<file path="src/design/nqse_pkg.sv">
// Shared types, codes and constants of the N-queens solution enumerator.
package nqse_pkg;

    localparam int MAX_N_DEF = 8;

    localparam logic ACT_START = 1'b0;
    localparam logic ACT_FETCH = 1'b1;

    typedef struct packed {
        logic       action;
        logic [3:0] board_size;
    } nqse_in_t;

    typedef struct packed {
        logic [2:0]  row;
        logic [2:0]  column;
        logic        last;
        logic        exhausted;
        logic [23:0] solution_index;
    } nqse_out_t;

    typedef enum logic [1:0] {
        PH_IDLE,
        PH_FRESH,
        PH_RESUME,
        PH_DONE
    } phase_t;

    typedef enum logic [2:0] {
        ST_IDLE,
        ST_SEARCH,
        ST_BACK,
        ST_EMIT,
        ST_EXH
    } state_t;

    typedef struct packed {
        logic start;
        logic place;
        logic retreat;
        logic solved;
        logic finish;
        logic emit_row;
        logic emit_exh;
    } ctl_t;

    typedef struct packed {
        phase_t phase;
        logic   row_full;
        logic   found;
        logic   r_zero;
        logic   emit_last;
        logic   out_free;
    } status_t;

endpackage

</file>
<file path="src/design/n_queens_solution_enumerator.sv">
// Top level of the N-queens solution enumerator.
//
// Command channel (cmd_valid/cmd_stall/cmd_data): action start loads the board
// size (saturated to MAX_N; zero loads an ended search) and clears the search,
// giving no result. Action fetch resumes the depth-first search and returns the
// next solution as one beat per row on the solution channel
// (sol_valid/sol_stall/sol_data), last set on the final row, or one exhausted
// beat once no solution remains.
// A start is carried out as it is taken. A fetch is taken, then the sequencer
// places one queen per search step, backtracks by a failed row plus a retreat,
// detects a full board, then sends the row beats as the output register frees.
// cmd_stall is high from a fetch until its last beat enters the output
// register; the next command is taken while that beat waits.
// A stalled receiver holds the output register and the sequencer waits.
// Reset clears the search to idle; a fetch then gives an exhausted beat with
// solution_index zero.
module n_queens_solution_enumerator #(
    parameter int MAX_N = nqse_pkg::MAX_N_DEF
) (
    input  logic                clk,
    input  logic                rst_n,
    input  logic                cmd_valid,
    output logic                cmd_stall,
    input  nqse_pkg::nqse_in_t  cmd_data,
    output logic                sol_valid,
    input  logic                sol_stall,
    output nqse_pkg::nqse_out_t sol_data
);

    nqse_pkg::ctl_t    ctl;
    nqse_pkg::status_t st;

    nqse_ctrl u_ctrl (
        .clk       (clk),
        .rst_n     (rst_n),
        .cmd_valid (cmd_valid),
        .action    (cmd_data.action),
        .st        (st),
        .ctl       (ctl),
        .busy      (cmd_stall)
    );

    nqse_dp #(
        .MAX_N (MAX_N)
    ) u_dp (
        .clk        (clk),
        .rst_n      (rst_n),
        .board_size (cmd_data.board_size),
        .ctl        (ctl),
        .st         (st),
        .sol_valid  (sol_valid),
        .sol_stall  (sol_stall),
        .sol_data   (sol_data)
    );

`ifndef SYNTHESIS
    a_one_cmd: assert property (@(posedge clk) disable iff (!rst_n)
        $onehot0({ctl.start, ctl.place, ctl.retreat, ctl.solved, ctl.finish,
                  ctl.emit_row, ctl.emit_exh}))
        else $error("more than one datapath command");

    a_no_overwrite: assert property (@(posedge clk) disable iff (!rst_n)
        (ctl.emit_row || ctl.emit_exh) |-> (!sol_valid || !sol_stall))
        else $error("beat loaded over a stalled beat");

    a_solved_phase: assert property (@(posedge clk) disable iff (!rst_n)
        ctl.solved |=> (st.phase == nqse_pkg::PH_RESUME))
        else $error("solution found without resume phase");

    a_place_room: assert property (@(posedge clk) disable iff (!rst_n)
        ctl.place |-> !st.row_full && st.found)
        else $error("queen placed beyond the board");
`endif

endmodule

</file>
<file path="src/design/nqse_ctrl.sv">
// Search controller: sequences placement, backtracking and result beats.
module nqse_ctrl (
    input  logic               clk,
    input  logic               rst_n,
    input  logic               cmd_valid,
    input  logic               action,
    input  nqse_pkg::status_t  st,
    output nqse_pkg::ctl_t     ctl,
    output logic               busy
);

    nqse_pkg::state_t state_reg;
    nqse_pkg::state_t state_next;

    always_ff @(posedge clk or negedge rst_n)
    begin
        if (!rst_n)
        begin
            state_reg <= nqse_pkg::ST_IDLE;
        end
        else
        begin
            state_reg <= state_next;
        end
    end

    always_comb
    begin
        ctl        = '0;
        state_next = state_reg;
        busy       = (state_reg != nqse_pkg::ST_IDLE);
        case (state_reg)
            nqse_pkg::ST_IDLE:
            begin
                if (cmd_valid)
                begin
                    if (action == nqse_pkg::ACT_START)
                    begin
                        ctl.start = 1'b1;
                    end
                    else
                    begin
                        case (st.phase)
                            nqse_pkg::PH_FRESH:  state_next = nqse_pkg::ST_SEARCH;
                            nqse_pkg::PH_RESUME: state_next = nqse_pkg::ST_BACK;
                            default:             state_next = nqse_pkg::ST_EXH;
                        endcase
                    end
                end
            end
            nqse_pkg::ST_SEARCH:
            begin
                if (st.row_full)
                begin
                    ctl.solved = 1'b1;
                    state_next = nqse_pkg::ST_EMIT;
                end
                else if (st.found)
                begin
                    ctl.place = 1'b1;
                end
                else
                begin
                    state_next = nqse_pkg::ST_BACK;
                end
            end
            nqse_pkg::ST_BACK:
            begin
                if (st.r_zero)
                begin
                    ctl.finish = 1'b1;
                    state_next = nqse_pkg::ST_EXH;
                end
                else
                begin
                    ctl.retreat = 1'b1;
                    state_next  = nqse_pkg::ST_SEARCH;
                end
            end
            nqse_pkg::ST_EMIT:
            begin
                if (st.out_free)
                begin
                    ctl.emit_row = 1'b1;
                    if (st.emit_last)
                    begin
                        state_next = nqse_pkg::ST_IDLE;
                    end
                end
            end
            nqse_pkg::ST_EXH:
            begin
                if (st.out_free)
                begin
                    ctl.emit_exh = 1'b1;
                    state_next   = nqse_pkg::ST_IDLE;
                end
            end
            default:
            begin
                state_next = nqse_pkg::ST_IDLE;
            end
        endcase
    end

endmodule

</file>
<file path="src/design/nqse_dp.sv">
// Search datapath: occupancy masks, queen columns, counters and output register.
module nqse_dp #(
    parameter int MAX_N = nqse_pkg::MAX_N_DEF
) (
    input  logic                clk,
    input  logic                rst_n,
    input  logic [3:0]          board_size,
    input  nqse_pkg::ctl_t      ctl,
    output nqse_pkg::status_t   st,
    output logic                sol_valid,
    input  logic                sol_stall,
    output nqse_pkg::nqse_out_t sol_data
);

    localparam int CW  = $clog2(MAX_N);
    localparam int RW  = $clog2(MAX_N + 1);
    localparam int DW  = 2 * MAX_N;      // top bit is spare, never set
    localparam int DIW = $clog2(DW);

    logic [RW-1:0]        n_reg;
    logic [RW-1:0]        r_reg;
    logic [RW-1:0]        c_reg;
    logic [CW-1:0]        e_reg;
    logic [MAX_N-1:0]     cols_reg;
    logic [DW-1:0]        down_reg;
    logic [DW-1:0]        up_reg;
    logic [23:0]          count_reg;
    nqse_pkg::phase_t     phase_reg;
    logic [CW-1:0]        q_reg [MAX_N];
    logic                 out_valid_reg;
    nqse_pkg::nqse_out_t  out_reg;

    logic [MAX_N-1:0]     free;
    logic [CW-1:0]        pick;
    logic                 found;
    logic [CW-1:0]        q_addr;
    logic [CW-1:0]        q_rd;
    logic [RW-1:0]        tog_r;
    logic [CW-1:0]        tog_c;
    logic [MAX_N-1:0]     col_bit;
    logic [DW-1:0]        down_bit;
    logic [DW-1:0]        up_bit;
    logic [4:0]           size_ext;
    logic [RW-1:0]        size_sat;
    logic                 emit_last;
    logic                 out_free;

    always_comb
    begin
        for (int j = 0; j < MAX_N; j++)
        begin
            free[j] = (RW'(j) < n_reg) && (RW'(j) >= c_reg) && !cols_reg[j]
                && !down_reg[DIW'(r_reg) + DIW'(MAX_N - 1) - DIW'(j)]
                && !up_reg[DIW'(r_reg) + DIW'(j)];
        end
        pick = '0;
        for (int j = MAX_N - 1; j >= 0; j--)
        begin
            if (free[j])
            begin
                pick = CW'(j);
            end
        end
        found = |free;
    end

    assign q_addr = ctl.retreat ? CW'(r_reg - RW'(1)) : e_reg;
    assign q_rd   = q_reg[q_addr];

    always_comb
    begin
        if (ctl.retreat)
        begin
            tog_r = r_reg - RW'(1);
            tog_c = q_rd;
        end
        else
        begin
            tog_r = r_reg;
            tog_c = pick;
        end
        col_bit  = MAX_N'(1) << tog_c;
        down_bit = DW'(1) << (DIW'(tog_r) + DIW'(MAX_N - 1) - DIW'(tog_c));
        up_bit   = DW'(1) << (DIW'(tog_r) + DIW'(tog_c));
    end

    assign size_ext  = {1'b0, board_size};
    assign size_sat  = (size_ext > 5'(MAX_N)) ? RW'(MAX_N) : RW'(size_ext);
    assign emit_last = (RW'(e_reg) + RW'(1)) == n_reg;
    assign out_free  = !out_valid_reg || !sol_stall;

    always_ff @(posedge clk or negedge rst_n)
    begin
        if (!rst_n)
        begin
            n_reg         <= '0;
            r_reg         <= '0;
            c_reg         <= '0;
            e_reg         <= '0;
            cols_reg      <= '0;
            down_reg      <= '0;
            up_reg        <= '0;
            count_reg     <= '0;
            phase_reg     <= nqse_pkg::PH_IDLE;
            out_valid_reg <= 1'b0;
        end
        else
        begin
            if (ctl.start)
            begin
                n_reg     <= size_sat;
                r_reg     <= '0;
                c_reg     <= '0;
                e_reg     <= '0;
                cols_reg  <= '0;
                down_reg  <= '0;
                up_reg    <= '0;
                count_reg <= '0;
                phase_reg <= (size_sat == '0) ? nqse_pkg::PH_DONE : nqse_pkg::PH_FRESH;
            end
            if (ctl.place || ctl.retreat)
            begin
                cols_reg <= cols_reg ^ col_bit;
                down_reg <= down_reg ^ down_bit;
                up_reg   <= up_reg ^ up_bit;
            end
            if (ctl.place)
            begin
                r_reg <= r_reg + RW'(1);
                c_reg <= '0;
            end
            if (ctl.retreat)
            begin
                r_reg <= r_reg - RW'(1);
                c_reg <= RW'(q_rd) + RW'(1);
            end
            if (ctl.solved)
            begin
                phase_reg <= nqse_pkg::PH_RESUME;
                e_reg     <= '0;
            end
            if (ctl.finish)
            begin
                phase_reg <= nqse_pkg::PH_DONE;
            end
            if (ctl.emit_row)
            begin
                e_reg <= e_reg + CW'(1);
                if (emit_last)
                begin
                    count_reg <= count_reg + 24'd1;
                end
            end
            if (ctl.emit_row || ctl.emit_exh)
            begin
                out_valid_reg <= 1'b1;
            end
            else if (!sol_stall)
            begin
                out_valid_reg <= 1'b0;
            end
        end
    end

    always_ff @(posedge clk)
    begin
        if (ctl.place)
        begin
            q_reg[CW'(r_reg)] <= pick;
        end
        if (ctl.emit_row)
        begin
            out_reg.row            <= 3'(e_reg);
            out_reg.column         <= 3'(q_rd);
            out_reg.last           <= emit_last;
            out_reg.exhausted      <= 1'b0;
            out_reg.solution_index <= count_reg;
        end
        else if (ctl.emit_exh)
        begin
            out_reg.row            <= '0;
            out_reg.column         <= '0;
            out_reg.last           <= 1'b1;
            out_reg.exhausted      <= 1'b1;
            out_reg.solution_index <= count_reg;
        end
    end

    assign st.phase     = phase_reg;
    assign st.row_full  = (r_reg >= n_reg);
    assign st.found     = found;
    assign st.r_zero    = (r_reg == '0);
    assign st.emit_last = emit_last;
    assign st.out_free  = out_free;

    assign sol_valid = out_valid_reg;
    assign sol_data  = out_reg;

endmodule

</file>
<file path="config.mk">
export PLATFORM = sky130hd
export DESIGN_NAME = n_queens_solution_enumerator
export DESIGN_NICKNAME = d
export VERILOG_FILES = /design/src/design/nqse_pkg.sv /design/src/design/n_queens_solution_enumerator.sv /design/src/design/nqse_ctrl.sv /design/src/design/nqse_dp.sv
export SDC_FILE = /design/constraint.sdc
export NUM_CORES = 1
export LEC_CHECK = 0
export BUFFER_PORTS_ARGS = -buffer_cell sky130_fd_sc_hd__buf_2
export CORE_AREA = 2 2 162 101
export DETAILED_ROUTE_END_ITERATION = 10
export DIE_AREA = 0 0 164 103
export PLACE_DENSITY = 0.86
export SETUP_SLACK_MARGIN = 0.4
export SYNTH_ARGS = -nofsm -noshare
export SYNTH_HDL_FRONTEND = slang
export SYNTH_HIERARCHICAL = 1
export SYNTH_SLANG_ARGS = --single-unit
</file>
<file path="constraint.sdc">
create_clock -name clk -period 17.65 [get_ports clk]
set_input_delay 0.8825 -clock clk [delete_from_list [all_inputs] [get_ports clk]]
set_output_delay 0.8825 -clock clk [all_outputs]
set_load 0.03 [all_outputs]
</file>
==> reports/summary.txt, run 1 <==
Outcome = finished, final reports clean
Vias after detailed routing = 7544
Final Hold Fails = 0
Cell family with most CP delay = adder cells
Sequential area share after synthesis = 0.4178
Synth Cell Area = 0.009092 sq mm
Post-Route WL = 23.54 mm
Vias in the first global route = 7124
RSZ-0062 raised after global routing = no
Top post-synthesis cells by area = dfrtp_1 23%, edfxtp_1 18%, mux4_2 8.9%, mux2i_1 5.0%, ha_1 4.0%
CTS Sinks = 141
Worst path required time = 17.94 ns
Critical Path Sink Type = flop
Post-cts gate resize count = 0
Syn Area/Cell = 10.51 sq um
Area leader, netlist = dfrtp_1
Main synth FF type = dfrtp_1
Largest register FFs = 32
Number of synthesized flops with an enable pin = 55
Initial Utilization = 0.5817
Total grt overflow = 0
Syn Inst Count = 865
Library cells used by synthesis = 82
Worst Path Buf+Inv = 5
Die area = 0.01689 sq mm
Ys Warns = 6
Largest family of logic cells by synthesized area = simple AND/OR/NAND/NOR gates
Root buffer cell = clkbuf_16
Async SR Flop Fraction = 0.6028
Most frequent cells in the layout = 89 x nand2_1, 84 x dfrtp_1, 60 x o21ai_0, 55 x edfxtp_1, 51 x nand3_1
Final setup viols = 0
First-pass GRT wire length = 38.44 mm
Commonest non-fill, non-tap cell in the layout = nand2_1
Tcrit/Tclk final = 0.4329
Chip Height = 103 microns
CTS H-tree lvls = 4
CTS Buf Count = 17
Area Overhead vs Synth = 10.42%
I/O Pins = 43
Drt pass-1 iters = 5
Number of antenna violations at the first check in global routing = 0
Drt drc = 0
Startpoint types = flop
Crit-path max cell delay = 1.13 ns
Gr usage total = 0.2959
Final TNS setup = 0 ns
Wire length per cell = 21.23 microns
Slew @ Worst Pin = 1.260 ns
CP Max Fanout = 46
Detailed placer's ending HPWL = 16.45 mm
WS Path Type = flop to flop
Fill cells = 1156
Core area = 0.01563 sq mm
Post-DRT Antenna Nets = 0
Starting DRC count in detailed routing = 1114
Hold Buf Count CTS = 0
Layout cell share with drive strength beyond 1 = 0.1680
Post-synth top area share = 0.2339
Clk Latency, worst-skew pair = 0.42 ns
Mapped Nets = 905
Routability cong. = 0.9801
Post-Synth Adder-Cell Area = 0.04431
CTS tree = done
Vias/cell = 6.803
Tmin final = 7.641 ns
Nets = 926
Worst-path cell chain = buf_4 > clkinv_2 > ha_2 > inv_1 > ha_1 > or3b_2 > a21oi_1 > nor4_1 > or3_1 > a211o_1 > o21ai_0 > a22o_1 > o21a_1 > inv_1 > ha_1 > ha_1 > inv_1 > fa_1 > xnor2_1 > xnor2_1 > nand3_1 > o311ai_0 > o41ai_1
Critical Path AT = 7.93 ns
Synth Area in Compound Gates = 0.1353
Worst hold path class = primary input to async pin
Simple-gate share of the synthesized area = 0.1818
Rel. slew slack = 0.1593
Final worst clock skew = 0.01248 ns
IO buf count = 42
CTS Buffer Depth = 2
Final Max Slew Viols = 0
Max Clk Rate = 130.9 MHz
Flops & latches, synth = 141
Max cap viols = 0
Post-CTS setup buffers = 0
Die width = 164 microns
CP max-delay cell = ha_2
FP Rows = 36
Clock transition at path regs = 0.06 ns
Xor/xnor share of the synthesized area = 0.03413
Largest net degree at the start of global routing = 47
Mux share of post-synthesis cell area = 0.1461
area by class of cell:
type                    instances  area, sq um  area share
inverters                      30        113.9     0.01134
well taps                     209        261.5     0.02605
multi-input cells             645         4933      0.4914
flip-flops and latches        141         3800      0.3785
clock buffers                  17        425.4     0.04237
repair buffers                 51        280.3     0.02792
clock inverters                15        222.7     0.02218
diodes                          1        2.502   0.0002493
metal layers:
layer | routed length [microns] | vias to the layer above | track usage
met5 | 0 | - | 0
met4 | 402 | 0 | 0.07625
met3 | 2824 | 53 | 0.08166
met2 | 9797 | 463 | 0.4147
met1 | 10520 | 3712 | 0.4530
li1 | - | 3316 | -
cell families (layout without fill, tap and decap cells):
group           Yosys count  in the layout
buf+inv                  79            113
xor+xnor                 29             29
flops                   141            141
other cells               0              1
simple gates            318            318
fa+ha+maj                31             31
compound gates          180            180
mux                      87             87
per-stage QoR:
step | hold slack, ns | std cells | setup slack (ns) | area [sq um] | utilization
floorplan | 0.4517 | 865 | 11.29 | 9092 | -
global placement | 0.4559 | 1076 | 10.59 | 9389 | 0.6007
detailed placement | 0.4636 | 1076 | 10.21 | 9389 | 0.6007
CTS | 0.4634 | 1108 | 10.13 | 10040 | 0.6422
global route | 0.4955 | 1108 | 9.444 | 10040 | 0.6422
finish | 0.4508 | 1109 | 10.01 | 10040 | 0.6423
synthesized netlist by cell type (5+ instances only):
library cell,n
nand2b_1,6
mux2_2,5
a31oi_1,7
o21ai_0,60
clkbuf_1,29
nand3_1,51
nor2b_1,39
nor3_1,10
edfxtp_1,55
dfrtp_1,85
mux4_2,36
a32o_1,5
nor2_1,43
o31ai_1,19
a21oi_1,21
buf_6,6
and3_1,19
a211o_1,5
and2_1,9
nand4_1,11
mux2i_1,45
or4_1,7
ha_1,29
or3_1,5
xnor2_1,16
inv_1,23
nand2_1,89
buf_2,9
o211ai_1,17
xor2_1,8
path summary, 6_finish.rpt:
| check | cells past startpoint | from | slack, ns | endpoint |
|---|---|---|---|---|
| min in group clk | 2 | u_dp/sol_data[24] | 0.49 | u_dp/sol_data[24] |
| max | 23 | u_dp/r_reg[0] | 10.01 | u_dp/down_reg[13] |
| min reg2reg | 2 | u_dp/sol_data[24] | 0.49 | u_dp/sol_data[24] |
| max reg2reg | 23 | u_dp/r_reg[0] | 10.01 | u_dp/down_reg[13] |
| max in group asynchronous | 2 | rst_n | 16.20 | u_ctrl/state_reg[0] |
| min | 1 | rst_n | 0.45 | u_dp/down_reg[14] |
worst reg2reg max path: cells and delay by family, from the launching register on:
| family | cells | cell delay [ns] |
|---|---|---|
| compound gates | 7 | 2.01 |
| xor+xnor | 2 | 0.55 |
| fa+ha+maj | 5 | 2.05 |
| buf+inv | 5 | 1.29 |
| flops | 1 | 0.34 |
| simple gates | 4 | 1.28 |
Power of run 1 is not shown: default switching activity piles up to over one toggle a cycle in this logic, so the estimate is an artifact.
==> run 2: changes to the inputs <==
- clock period: 17.65 -> 7.9 ns (I/O delays scaled with it)
==> run 2 against run 1 <==
First-iteration DRC count fell by 2.3%. Wire length is essentially flat. Register-to-register slack worse by 8.7 ns. Sequential share of layout area barely moved. Critical path type unchanged. Largest cell class unchanged.
==> reports/summary.txt, run 2 (synthesized netlist as in run 1, its figures left out) <==
CP max-delay cell = ha_2 (unchanged)
Final TNS setup = 0 ns (unchanged)
Worst Path Buf+Inv = 4 (was 5)
Worst hold path class = primary input to flop (was primary input to async pin)
Chip Height = 103 microns (unchanged)
Final worst clock skew = 0.01176 ns (was 0.01248 ns)
Post-cts gate resize count = 0 (unchanged)
Area Overhead vs Synth = 10.28% (was 10.42%)
Commonest non-fill, non-tap cell in the layout = nand2_1 (unchanged)
Post-Route Utilization = 0.6415 (was 0.6423)
Tcrit/Tclk final = 0.8300 (was 0.4329)
Nets = 931 (was 926)
FP Rows = 36 (unchanged)
Detailed placer's ending HPWL = 16.34 mm (was 16.45 mm)
Routability cong. = 0.9354 (was 0.9801)
Rel. slew slack = 0.1774 (was 0.1593)
CTS Buffer Depth = 2 (unchanged)
Layout cell share with drive strength beyond 1 = 0.1715 (was 0.1680)
Total grt overflow = 0 (unchanged)
Final Max Slew Viols = 0 (unchanged)
Crit-path max cell delay = 0.58 ns (was 1.13 ns)
Vias/cell = 6.766 (was 6.803)
CTS Sinks = 141 (unchanged)
Post-layout worst setup margin = 1.343 ns (was 10.01 ns)
Root buffer cell = clkbuf_16 (unchanged)
Starting DRC count in detailed routing = 1088 (was 1114)
Vias in the first global route = 7016 (was 7124)
Tmin final = 6.557 ns (was 7.641 ns)
Outcome = finished, final reports clean (unchanged)
Hold Buf Count CTS = 1 (was 0)
RSZ-0062 raised after global routing = no (unchanged)
Most frequent cells in the layout = 89 x nand2_1, 84 x dfrtp_1, 60 x o21ai_0, 55 x edfxtp_1, 51 x nand3_1 (unchanged)
Largest register FFs = 32 (unchanged)
CTS tree = done (unchanged)
Largest net degree at the start of global routing = 59 (was 47)
Final Hold Fails = 0 (unchanged)
CTS Buf Count = 17 (unchanged)
Startpoint types = flop (unchanged)
Post-CTS setup buffers = 0 (unchanged)
Gr usage total = 0.2952 (was 0.2959)
Drt pass-1 iters = 5 (unchanged)
Post-DRT Antenna Nets = 0 (unchanged)
Number of antenna violations at the first check in global routing = 0 (unchanged)
Final setup viols = 0 (unchanged)
Critical Path AT = 6.85 ns (was 7.93 ns)
Post-Route WL = 23.52 mm (was 23.54 mm)
Core area = 0.01563 sq mm (unchanged)
Max cap viols = 0 (unchanged)
WHS = 0.2587 ns (was 0.4508 ns)
WS Path Type = flop to flop (unchanged)
Worst-path cell chain = buf_4 > inv_1 > ha_2 > buf_4 > mux2i_1 > mux2i_1 > mux2_1 > or3_1 > a211o_1 > nand4_1 > nor2b_2 > a21oi_4 > ha_1 > inv_1 > fa_1 > xnor2_1 > xnor2_1 > nand3_1 > o311ai_0 > o41ai_1 (was buf_4 > clkinv_2 > ha_2 > inv_1 > ha_1 > or3b_2 > a21oi_1 > nor4_1 > or3_1 > a211o_1 > o21ai_0 > a22o_1 > o21a_1 > inv_1 > ha_1 > ha_1 > inv_1 > fa_1 > xnor2_1 > xnor2_1 > nand3_1 > o311ai_0 > o41ai_1)
Cell family with most CP delay = adder cells (unchanged)
Slew @ Worst Pin = 1.232 ns (was 1.260 ns)
CP Max Fanout = 29 (was 46)
First-pass GRT wire length = 38.06 mm (was 38.44 mm)
Max Clk Rate = 152.5 MHz (was 130.9 MHz)
R2r setup slk = 1.34 ns (was 10.01 ns)
Clock transition at path regs = 0.07 ns (was 0.06 ns)
I/O Pins = 43 (unchanged)
Initial Utilization = 0.5817 (unchanged)
Drt drc = 0 (unchanged)
Clk Latency, worst-skew pair = 0.43 ns (was 0.42 ns)
Wire length per cell = 21.14 microns (was 21.23 microns)
Antenna Cells = 0 (was 1)
Die area = 0.01689 sq mm (unchanged)
CTS H-tree lvls = 4 (unchanged)
Die width = 164 microns (unchanged)
IO buf count = 42 (unchanged)
Vias after detailed routing = 7531 (was 7544)
Critical Path Sink Type = flop (unchanged)
Place WS = 1.568 ns (was 10.21 ns)
Worst path required time = 8.20 ns (was 17.94 ns)
run 2: final timing paths:
kind,endpoint,cells past startpoint,startpoint
max,u_dp/down_reg[13],20,u_dp/r_reg[1]
min,u_dp/n_reg[3],3,cmd_data[3]
max reg2reg,u_dp/down_reg[13],20,u_dp/r_reg[1]
min reg2reg,u_dp/sol_data[24],2,u_dp/sol_data[24]
max in group asynchronous,u_dp/r_reg[0],3,rst_n
min in group asynchronous,u_dp/down_reg[14],2,rst_n
run 2: worst min-delay path: stages:
cell and delay (ns):
buf_2 0.11, nand2_1 0.05, o21ai_0 0.08
run 2: routing by layer:
metal  global-route usage  wire length [microns]  vias to the layer above
met5                    0                      0                        -
met4              0.09312                    364                        0
met3              0.07763                   2993                       46
met2               0.4095                   9937                      526
met1               0.4509                  10230                     3659
li1                     -                      -                     3300
run 2: per-stage QoR:
step / instance area (sq um) / instances
final: 10030 / 1113
after global routing: 10030 / 1113
after CTS: 10030 / 1113
after detailed placement: 9419 / 1080
after global placement: 9419 / 1080
after floorplan: 9092 / 865
run 2: final cells by class:
class | count | area [sq um]
fill | 1152 | 5603
clock inverter | 14 | 147.6
clock buffer | 18 | 450.4
inverter | 30 | 113.9
tap | 209 | 261.5
timing repair buffer | 56 | 320.3
sequential | 141 | 3800
multi-input combinational | 645 | 4933
Power of run 2 is left out for the same reason.
